==> src/dhs_pkg.sv <==
`default_nettype none
// ----------------------------------------------------------------------------
// dhs_pkg
// Shared widths, codes, payload types and the saturating movement adder of
// the disk head scheduler.
// ----------------------------------------------------------------------------
package dhs_pkg;

    localparam int CYL_BITS    = 16;
    localparam int TOTAL_W     = 23;
    localparam int HEAD_W      = CYL_BITS + 1;
    localparam int SUM_W       = ((TOTAL_W > HEAD_W) ? TOTAL_W : HEAD_W) + 1;
    localparam int MAX_REQ_DEF = 64;
    localparam int MODE_W      = 2;
    localparam int CFG_IDX_W   = 2;
    localparam int CFG_DATA_W  = (HEAD_W > MODE_W) ? HEAD_W : MODE_W;

    localparam logic [TOTAL_W-1:0] TOTAL_MAX = {TOTAL_W{1'b1}};

    // service order codes
    localparam logic [MODE_W-1:0] MODE_FCFS  = 2'd0;
    localparam logic [MODE_W-1:0] MODE_SCAN  = 2'd1;
    localparam logic [MODE_W-1:0] MODE_CSCAN = 2'd2;

    // configuration register indexes
    localparam logic [CFG_IDX_W-1:0] REG_MODE      = 2'd0;
    localparam logic [CFG_IDX_W-1:0] REG_NUM_CYL   = 2'd1;
    localparam logic [CFG_IDX_W-1:0] REG_INIT_HEAD = 2'd2;

    typedef struct packed {
        logic [CYL_BITS-1:0] cylinder;
        logic                last_request;
    } dhs_request_t;

    typedef struct packed {
        logic [CYL_BITS-1:0] served_cylinder;
        logic [TOTAL_W-1:0]  total_movement;
        logic                last_result;
    } dhs_result_t;

    typedef enum logic [2:0] {
        ST_IDLE,
        ST_PASS,
        ST_SWEEP,
        ST_JUMP,
        ST_FLUSH
    } dhs_state_t;

    // order of one search phase
    typedef enum logic [1:0] {
        PH_ORDER,
        PH_UPPER,
        PH_LOWER_DOWN,
        PH_LOWER_UP
    } dhs_phase_t;

    function automatic logic [TOTAL_W-1:0] sat_add(
        input logic [TOTAL_W-1:0] a,
        input logic [HEAD_W-1:0]  b
    );
        logic [SUM_W-1:0] s;
        s = SUM_W'(a) + SUM_W'(b);
        if (s > SUM_W'(TOTAL_MAX))
            return TOTAL_MAX;
        return s[TOTAL_W-1:0];
    endfunction

endpackage
`default_nettype wire

==> src/disk_head_scheduler.sv <==
`default_nettype none
// ----------------------------------------------------------------------------
// disk_head_scheduler
// Collects a batch of cylinder requests in a request memory and plays back
// the service order (first-come, SCAN or C-SCAN) with a running movement sum.
// ----------------------------------------------------------------------------
//
//  channel   | signals                         | handshake
//  ----------+---------------------------------+--------------------------------
//  request   | request                         | taken when start && !busy
//  result    | result                          | one word per cycle of strobe
//  config    | cfg_we, cfg_index, cfg_data     | written when cfg_we
//
//  Request words taken while idle are stored until the memory is full. The
//  word with last_request set starts service; busy stays high until the
//  final result word is out. Service is a series of passes over the request
//  memory (one read per cycle); each pass selects the next word to serve.
//  Reset clears control state only; the request memory holds garbage until
//  loaded. The receiver cannot stall.
//
module disk_head_scheduler
    import dhs_pkg::*;
#(
    parameter int MAX_REQUESTS = MAX_REQ_DEF
)
(
    input  wire logic                  clk,
    input  wire logic                  rst_n,
    input  wire logic                  start,
    output logic                       busy,
    input  wire dhs_request_t          request,
    output dhs_result_t                result,
    output logic                       result_strobe,
    input  wire logic                  cfg_we,
    input  wire logic [CFG_IDX_W-1:0]  cfg_index,
    input  wire logic [CFG_DATA_W-1:0] cfg_data
);

    localparam int AW = (MAX_REQUESTS > 1) ? $clog2(MAX_REQUESTS) : 1;
    localparam int CW = $clog2(MAX_REQUESTS + 1);
    localparam int KW = CYL_BITS + AW;

    // ------------------------------------------------------------------
    // State
    // ------------------------------------------------------------------
    dhs_state_t          state_reg, state_next;
    dhs_phase_t          phase_reg, phase_next;

    logic [MODE_W-1:0]   mode_reg, mode_next;
    logic [HEAD_W-1:0]   ncyl_reg, ncyl_next;
    logic [CYL_BITS-1:0] ihead_reg, ihead_next;

    logic [CW-1:0]       count_reg, count_next;
    logic [CW-1:0]       rd_idx_reg, rd_idx_next;
    logic                cmp_valid_reg, cmp_valid_next;
    logic [AW-1:0]       cmp_idx_reg, cmp_idx_next;
    logic                first_reg, first_next;
    logic                found_reg, found_next;
    logic                pend_valid_reg, pend_valid_next;
    logic                strobe_reg, strobe_next;

    logic [KW-1:0]       best_key_reg, best_key_next;
    logic [CYL_BITS-1:0] best_val_reg, best_val_next;
    logic [KW-1:0]       prev_key_reg, prev_key_next;
    logic [HEAD_W-1:0]   head_reg, head_next;
    logic [TOTAL_W-1:0]  total_reg, total_next;
    logic [CYL_BITS-1:0] pend_cyl_reg, pend_cyl_next;
    logic [TOTAL_W-1:0]  pend_total_reg, pend_total_next;
    dhs_result_t         result_reg, result_next;

    // request memory with a registered read
    logic [CYL_BITS-1:0] mem [MAX_REQUESTS];
    logic [CYL_BITS-1:0] rd_data_reg;
    logic                mem_we;
    logic [AW-1:0]       mem_waddr;
    logic [AW-1:0]       mem_raddr;

    // datapath helpers
    logic [KW-1:0]       cand_key;
    logic                in_region;
    logic                after_prev;
    logic                better;
    logic                ascending;
    logic [HEAD_W-1:0]   best_ext;
    logic [HEAD_W-1:0]   top_cyl;
    logic [HEAD_W-1:0]   add_op;
    logic [TOTAL_W-1:0]  total_sum;
    logic                pass_done;

    assign busy          = (state_reg != ST_IDLE);
    assign result        = result_reg;
    assign result_strobe = strobe_reg;

    assign mem_waddr = count_reg[AW-1:0];
    assign mem_raddr = rd_idx_reg[AW-1:0];
    assign best_ext  = HEAD_W'(best_val_reg);
    assign top_cyl   = (ncyl_reg == '0) ? '0 : ncyl_reg - HEAD_W'(1);
    assign total_sum = sat_add(total_reg, add_op);
    assign pass_done = (rd_idx_reg == count_reg) && !cmp_valid_reg;

    // ------------------------------------------------------------------
    // Memory
    // ------------------------------------------------------------------
    always_ff @(posedge clk)
    begin
        if (mem_we)
        begin
            mem[mem_waddr] <= request.cylinder;
        end
        rd_data_reg <= mem[mem_raddr];
    end

    // ------------------------------------------------------------------
    // Candidate compare: key is (value, index) so duplicates stay distinct;
    // first-come order uses the index alone.
    // ------------------------------------------------------------------
    always_comb
    begin
        ascending  = (phase_reg != PH_LOWER_DOWN);
        cand_key   = (phase_reg == PH_ORDER) ? {{CYL_BITS{1'b0}}, cmp_idx_reg}
                                             : {rd_data_reg, cmp_idx_reg};
        case (phase_reg)
            PH_UPPER: in_region = (rd_data_reg > ihead_reg);
            PH_ORDER: in_region = 1'b1;
            default:  in_region = (rd_data_reg <= ihead_reg);
        endcase
        if (first_reg)
            after_prev = 1'b1;
        else if (ascending)
            after_prev = (cand_key > prev_key_reg);
        else
            after_prev = (cand_key < prev_key_reg);
        if (!found_reg)
            better = 1'b1;
        else if (ascending)
            better = (cand_key < best_key_reg);
        else
            better = (cand_key > best_key_reg);
    end

    // ------------------------------------------------------------------
    // Adder operand: served move, sweep to the last cylinder, or jump home
    // ------------------------------------------------------------------
    always_comb
    begin
        case (state_reg)
            ST_SWEEP: add_op = (top_cyl > head_reg) ? top_cyl - head_reg : '0;
            ST_JUMP:  add_op = head_reg;
            default:  add_op = (best_ext > head_reg) ? best_ext - head_reg
                                                     : head_reg - best_ext;
        endcase
    end

    // ------------------------------------------------------------------
    // Next state and outputs
    // ------------------------------------------------------------------
    always_comb
    begin
        state_next      = state_reg;
        phase_next      = phase_reg;
        mode_next       = mode_reg;
        ncyl_next       = ncyl_reg;
        ihead_next      = ihead_reg;
        count_next      = count_reg;
        rd_idx_next     = rd_idx_reg;
        cmp_valid_next  = 1'b0;
        cmp_idx_next    = cmp_idx_reg;
        first_next      = first_reg;
        found_next      = found_reg;
        pend_valid_next = pend_valid_reg;
        strobe_next     = 1'b0;
        best_key_next   = best_key_reg;
        best_val_next   = best_val_reg;
        prev_key_next   = prev_key_reg;
        head_next       = head_reg;
        total_next      = total_reg;
        pend_cyl_next   = pend_cyl_reg;
        pend_total_next = pend_total_reg;
        result_next     = result_reg;
        mem_we          = 1'b0;

        // configuration writes
        if (cfg_we)
        begin
            unique case (cfg_index)
                REG_MODE:      mode_next  = cfg_data[MODE_W-1:0];
                REG_NUM_CYL:   ncyl_next  = cfg_data[HEAD_W-1:0];
                REG_INIT_HEAD: ihead_next = cfg_data[CYL_BITS-1:0];
                default:       ;
            endcase
        end

        unique case (state_reg)
            ST_IDLE:
            begin
                if (start)
                begin
                    // store the word; drop it once the memory is full
                    if (count_reg < CW'(MAX_REQUESTS))
                    begin
                        mem_we     = 1'b1;
                        count_next = count_reg + CW'(1);
                    end
                    if (request.last_request)
                    begin
                        state_next      = ST_PASS;
                        head_next       = HEAD_W'(ihead_reg);
                        total_next      = '0;
                        pend_valid_next = 1'b0;
                        first_next      = 1'b1;
                        found_next      = 1'b0;
                        rd_idx_next     = '0;
                        case (mode_reg) inside
                            MODE_SCAN, MODE_CSCAN: phase_next = PH_UPPER;
                            default:               phase_next = PH_ORDER;
                        endcase
                    end
                end
            end

            ST_PASS:
            begin
                // issue reads across the stored batch
                if (rd_idx_reg < count_reg)
                begin
                    cmp_valid_next = 1'b1;
                    cmp_idx_next   = rd_idx_reg[AW-1:0];
                    rd_idx_next    = rd_idx_reg + CW'(1);
                end
                // track the best candidate as data returns
                if (cmp_valid_reg && in_region && after_prev && better)
                begin
                    found_next    = 1'b1;
                    best_key_next = cand_key;
                    best_val_next = rd_data_reg;
                end
                if (pass_done)
                begin
                    if (found_reg)
                    begin
                        // serve it: release the previous word, hold this one
                        if (pend_valid_reg)
                        begin
                            strobe_next = 1'b1;
                            result_next = '{served_cylinder: pend_cyl_reg,
                                            total_movement:  pend_total_reg,
                                            last_result:     1'b0};
                        end
                        total_next      = total_sum;
                        head_next       = best_ext;
                        pend_valid_next = 1'b1;
                        pend_cyl_next   = best_val_reg;
                        pend_total_next = total_sum;
                        prev_key_next   = best_key_reg;
                        first_next      = 1'b0;
                        found_next      = 1'b0;
                        rd_idx_next     = '0;
                    end
                    else if (phase_reg == PH_UPPER)
                    begin
                        state_next = ST_SWEEP;
                    end
                    else
                    begin
                        state_next = ST_FLUSH;
                    end
                end
            end

            ST_SWEEP:
            begin
                // advance to the last cylinder, never backward
                total_next  = total_sum;
                if (top_cyl > head_reg)
                begin
                    head_next = top_cyl;
                end
                first_next  = 1'b1;
                found_next  = 1'b0;
                rd_idx_next = '0;
                if (mode_reg == MODE_CSCAN)
                begin
                    state_next = ST_JUMP;
                end
                else
                begin
                    state_next = ST_PASS;
                    phase_next = PH_LOWER_DOWN;
                end
            end

            ST_JUMP:
            begin
                // return to cylinder 0, counting the full span
                total_next = total_sum;
                head_next  = '0;
                state_next = ST_PASS;
                phase_next = PH_LOWER_UP;
            end

            ST_FLUSH:
            begin
                // final word carries the complete total
                if (pend_valid_reg)
                begin
                    strobe_next = 1'b1;
                    result_next = '{served_cylinder: pend_cyl_reg,
                                    total_movement:  total_reg,
                                    last_result:     1'b1};
                end
                pend_valid_next = 1'b0;
                count_next      = '0;
                state_next      = ST_IDLE;
            end

            default:
            begin
                state_next = ST_IDLE;
            end
        endcase
    end

    // ------------------------------------------------------------------
    // Control registers
    // ------------------------------------------------------------------
    always_ff @(posedge clk or negedge rst_n)
    begin
        if (!rst_n)
        begin
            state_reg      <= ST_IDLE;
            phase_reg      <= PH_ORDER;
            mode_reg       <= MODE_FCFS;
            ncyl_reg       <= HEAD_W'(1) << CYL_BITS;
            ihead_reg      <= '0;
            count_reg      <= '0;
            rd_idx_reg     <= '0;
            cmp_valid_reg  <= 1'b0;
            first_reg      <= 1'b1;
            found_reg      <= 1'b0;
            pend_valid_reg <= 1'b0;
            strobe_reg     <= 1'b0;
        end
        else
        begin
            state_reg      <= state_next;
            phase_reg      <= phase_next;
            mode_reg       <= mode_next;
            ncyl_reg       <= ncyl_next;
            ihead_reg      <= ihead_next;
            count_reg      <= count_next;
            rd_idx_reg     <= rd_idx_next;
            cmp_valid_reg  <= cmp_valid_next;
            first_reg      <= first_next;
            found_reg      <= found_next;
            pend_valid_reg <= pend_valid_next;
            strobe_reg     <= strobe_next;
        end
    end

    // ------------------------------------------------------------------
    // Payload registers
    // ------------------------------------------------------------------
    always_ff @(posedge clk)
    begin
        cmp_idx_reg    <= cmp_idx_next;
        best_key_reg   <= best_key_next;
        best_val_reg   <= best_val_next;
        prev_key_reg   <= prev_key_next;
        head_reg       <= head_next;
        total_reg      <= total_next;
        pend_cyl_reg   <= pend_cyl_next;
        pend_total_reg <= pend_total_next;
        result_reg     <= result_next;
    end

endmodule
`default_nettype wire

==> config.mk <==
export PLATFORM = sky130hd
export DESIGN_NAME = disk_head_scheduler
export DESIGN_NICKNAME = d
export VERILOG_FILES = /design/src/dhs_pkg.sv /design/src/disk_head_scheduler.sv
export SDC_FILE = /design/constraint.sdc
export NUM_CORES = 1
export LEC_CHECK = 0
export BUFFER_PORTS_ARGS = -buffer_cell sky130_fd_sc_hd__buf_2
export CAP_MARGIN = 20
export CORE_MARGIN = 1.5
export CORE_UTILIZATION = 42
export DETAILED_ROUTE_END_ITERATION = 6
export GPL_ROUTABILITY_DRIVEN = 0
export HOLD_SLACK_MARGIN = 0.02
export PLACE_DENSITY = 0.57
export SYNTH_ARGS = -nofsm -noshare
export SYNTH_HDL_FRONTEND = slang
export SYNTH_SLANG_ARGS = --single-unit
==> constraint.sdc <==
create_clock -name clk -period 15.9 [get_ports clk]
set_input_delay 3.18 -clock clk [delete_from_list [all_inputs] [get_ports clk]]
set_output_delay 3.18 -clock clk [all_outputs]
set_load 0.01 [all_outputs]
==> flow_metrics.py <==
metrics = {
    "yosys": {
        "ys_seq_area_frac": 0.7048,
        "async_reset_ff_frac": 0.04595,
        "synth-main-ff-cell": "edfxtp_1",
        "synth_fp_nets": 3078,
        "synth_area_sq_mm": 0.05406,
        "yosys_warnings": 0,
        "synth_cell_types": 73,
        "syn_avg_cell_area_sq_um": 18.66,
        "netlist_instances": 2897,
        "ys_ff_latch": 1284,
        "synth-edff-count": 1209,
    },
    "timing": {
        "hold_viol_final": 0,
        "slew_viol_final": 0,
        "setup_ws_ps": 8211,
        "grt_setup_unrepaired": "false",
        "final.min_clock_period_ps": 7689,
        "finalClockSkew_ps": 35.45,
        "max_slew_margin": 0.2806,
        "fmax_mhz": 130.0,
        "min_period_over_period": 0.4836,
        "hold_slack_ps": 416.1,
        "setup_violations": 0,
        "final.setup.tns_ps": 0,
        "worst_pin_slew_ps": 1079,
    },
    "global_route": {
        "grt_pass1_wl_um": 196000,
        "track_usage": 0.2054,
        "grt_pass1_vias": 29031,
        "antenna_found_initial": 1,
        "grt_max_degree": 149,
        "overflow": 0,
    },
    "route": {
        "drtIter0Drc": 2809,
        "totalWireLength_um": 132500,
        "vias": 27997,
        "viasPerCell": 5.751,
        "ant_nets": 0,
        "drt_first_pass_iters": 7,
        "wl_per_cell_um": 27.21,
        "drc": 1,
    },
    "cts": {
        "cts_tree": "built",
        "numCtsBuffers": 138,
        "postCtsHoldBufs": 0,
        "cts-root-buf": "clkbuf_16",
        "clk_pin_slew_ps": 60,
        "clockBufferDepth": 3,
        "post_cts_buffers": 0,
        "clock_latency_ps": 770,
        "htree_num_levels": 4,
        "clock-sinks": 1284,
        "cts.repair.resized": 0,
    },
    "status": {
        "status": "complete, but fails checks",
        "violations": "DRC",
    },
    "power_and_ir_drop": {
        "pwr-share-seq": 0.525,
        "p_sw_frac": 0.2098,
        "power_switching_mw": 1.493,
        "intPower_mw": 5.623,
        "ir_worst_vdd_mv": 0.1312,
        "p_leak_nw": 20.96,
        "power.total_mw": 7.116,
        "power.density_mw_per_mm2": 115.8,
        "clockPowerShare": 0.444,
        "p_comb_frac": 0.032,
    },
    "critical_path": {
        "critPathRequiredTime_ps": 16370,
        "path_class": "reg -> reg",
        "critPathBufInv": 0,
        "path_delay_family": "simple AND/OR/NAND/NOR gates",
        "worstRegToRegCells": 25,
        "critPathMaxFanout": 21,
        "regToRegStartpoint": "ncyl_reg[5]",
        "critPathCapture": "total_reg[22]",
        "cp_slowest_cell": "nor2_2",
        "startpoint": "ncyl_reg[5]",
        "max_stage_delay_ps": 520,
        "crit_path_end_kind": "register",
        "r2r_slack_ps": 8210,
        "crit_cells": 25,
        "r2r-end": "total_reg[22]",
        "worstPathArrival_ps": 8160,
        "startpoint_type": "register",
    },
    "finish": {
        "multi_input_area_sq_mm": 0.01499,
        "final_common_cell": "edfxtp_1",
        "mostFrequentLayoutCells": "edfxtp_1 (1209), mux4_2 (336), nor2_1 (153)",
        "final_cell_area_sq_mm": 0.06147,
        "post-route-util": 0.4814,
        "area_growth_pct": 13.69,
        "fin_nets": 3273,
        "drive_gt1_frac": 0.2510,
        "largest_reg_flops": 1024,
        "fillers": 10524,
        "seqCellArea_sq_mm": 0.03812,
        "fin_cells": 4868,
    },
    "floorplan": {
        "design.core.area_sq_mm": 0.1277,
        "die_x_um": 361.8,
        "core.rowCount": 131,
        "start_util": 0.4234,
        "die-area_sq_mm": 0.1309,
        "fp.dieH_um": 361.8,
        "pin_count": 82,
    },
    "place": {
        "place_inst": 4602,
        "dpl.hpwl_um": 81310,
        "portBuffers": 81,
        "postPlaceCellArea_sq_mm": 0.05677,
        "dp_slack_ps": 8300,
    },
    "flow_run": {
        "cap_violations": 0,
    },
    "hold_path": {
        "holdPathStages": 0,
        "hold_class": "reg -> reg",
    },
}
[synthesized netlist by cell type, drive strengths merged (35+ instances only)]
cell type | number | area share
clkbuf | 85 | 0.0059
edfxtp | 1209 | 0.67
a21oi | 91 | 0.0084
mux4 | 336 | 0.14
nand2 | 59 | 0.0041
dfrtp | 57 | 0.026
inv | 125 | 0.0087
mux2 | 62 | 0.013
a21o | 43 | 0.0060
nor2 | 155 | 0.011
buf | 42 | 0.0040
o21ai | 75 | 0.0069
ha | 137 | 0.032
xnor2 | 35 | 0.0057
nor2b | 42 | 0.0050
[worst reg2reg max path: cells and delay by family, from the launching register on]
kind / cells / cell delay [ps]
AOI/OAI and AO/OA: 11 / 2960
and+or+nand+nor: 11 / 3060
muxes: 1 / 290
adders and majority gates: 2 / 710
DFF: 1 / 420
[logic make-up (layout without fill, tap and decap cells)]
logic type                 Yosys count  after routing  synth area share
other                                0              3                 0
muxes                              416            416            0.1562
and+or+nand+nor                    404            404           0.03661
buffers and inverters              253            559           0.01861
AOI/OAI and AO/OA                  347            347           0.04217
adders and majority gates          141            141           0.03319
xor gates and xnor gates            52             52          0.008424
DFF                               1284           1284            0.7048
[how the worst min path moves through the flow]
stage                          start    endpoint  slack (ps)
floorplan            pend_cyl_reg[0]  result[24]         400
global placement    pend_cyl_reg[13]  result[37]         400
detailed placement  pend_cyl_reg[13]  result[37]         400
CTS                 pend_cyl_reg[13]  result[37]         420
global route        pend_cyl_reg[11]  result[35]         420
finish              pend_cyl_reg[13]  result[37]         420
[final cells by class]
| cell class | count | share of cell area |
|---|---|---|
| diodes | 3 | 0.0001221 |
| clock buffers | 176 | 0.06019 |
| clock inverters | 75 | 0.01213 |
| inverters | 126 | 0.007694 |
| multi-input cells | 1360 | 0.2439 |
| flip-flops and latches | 1284 | 0.6201 |
| well taps | 1662 | 0.03383 |
| repair buffers | 182 | 0.02198 |
[routing by layer]
| layer | vias to the layer above | part of all wire | global-route usage | wire [um] |
|---|---|---|---|---|
| li1 | 12141 | - | - | - |
| met1 | 14756 | 0.41 | 0.2655 | 53960 |
| met2 | 903 | 0.52 | 0.3549 | 68300 |
| met3 | 195 | 0.054 | 0.03602 | 7100 |
| met4 | 2 | 0.023 | 0.06064 | 3091 |
| met5 | - | 0.000098 | 0 | 13 |
[power groups by stage]
| stage | combinational (mW) | sequential [mW] | clock [mW] |
|---|---|---|---|
| 5_1_grt | 0.245 | 3.73 | 3.37 |
| 2_1_floorplan | 0.120 | 3.79 | 0 |
| 3_5_place_dp | 0.216 | 3.80 | 0 |
| 6_report | 0.225 | 3.73 | 3.16 |
| 3_3_place_gp | 0.206 | 3.80 | 0 |
| 4_1_cts | 0.217 | 3.73 | 3.23 |
No activity file was read; power rests on OpenSTA's default activity.
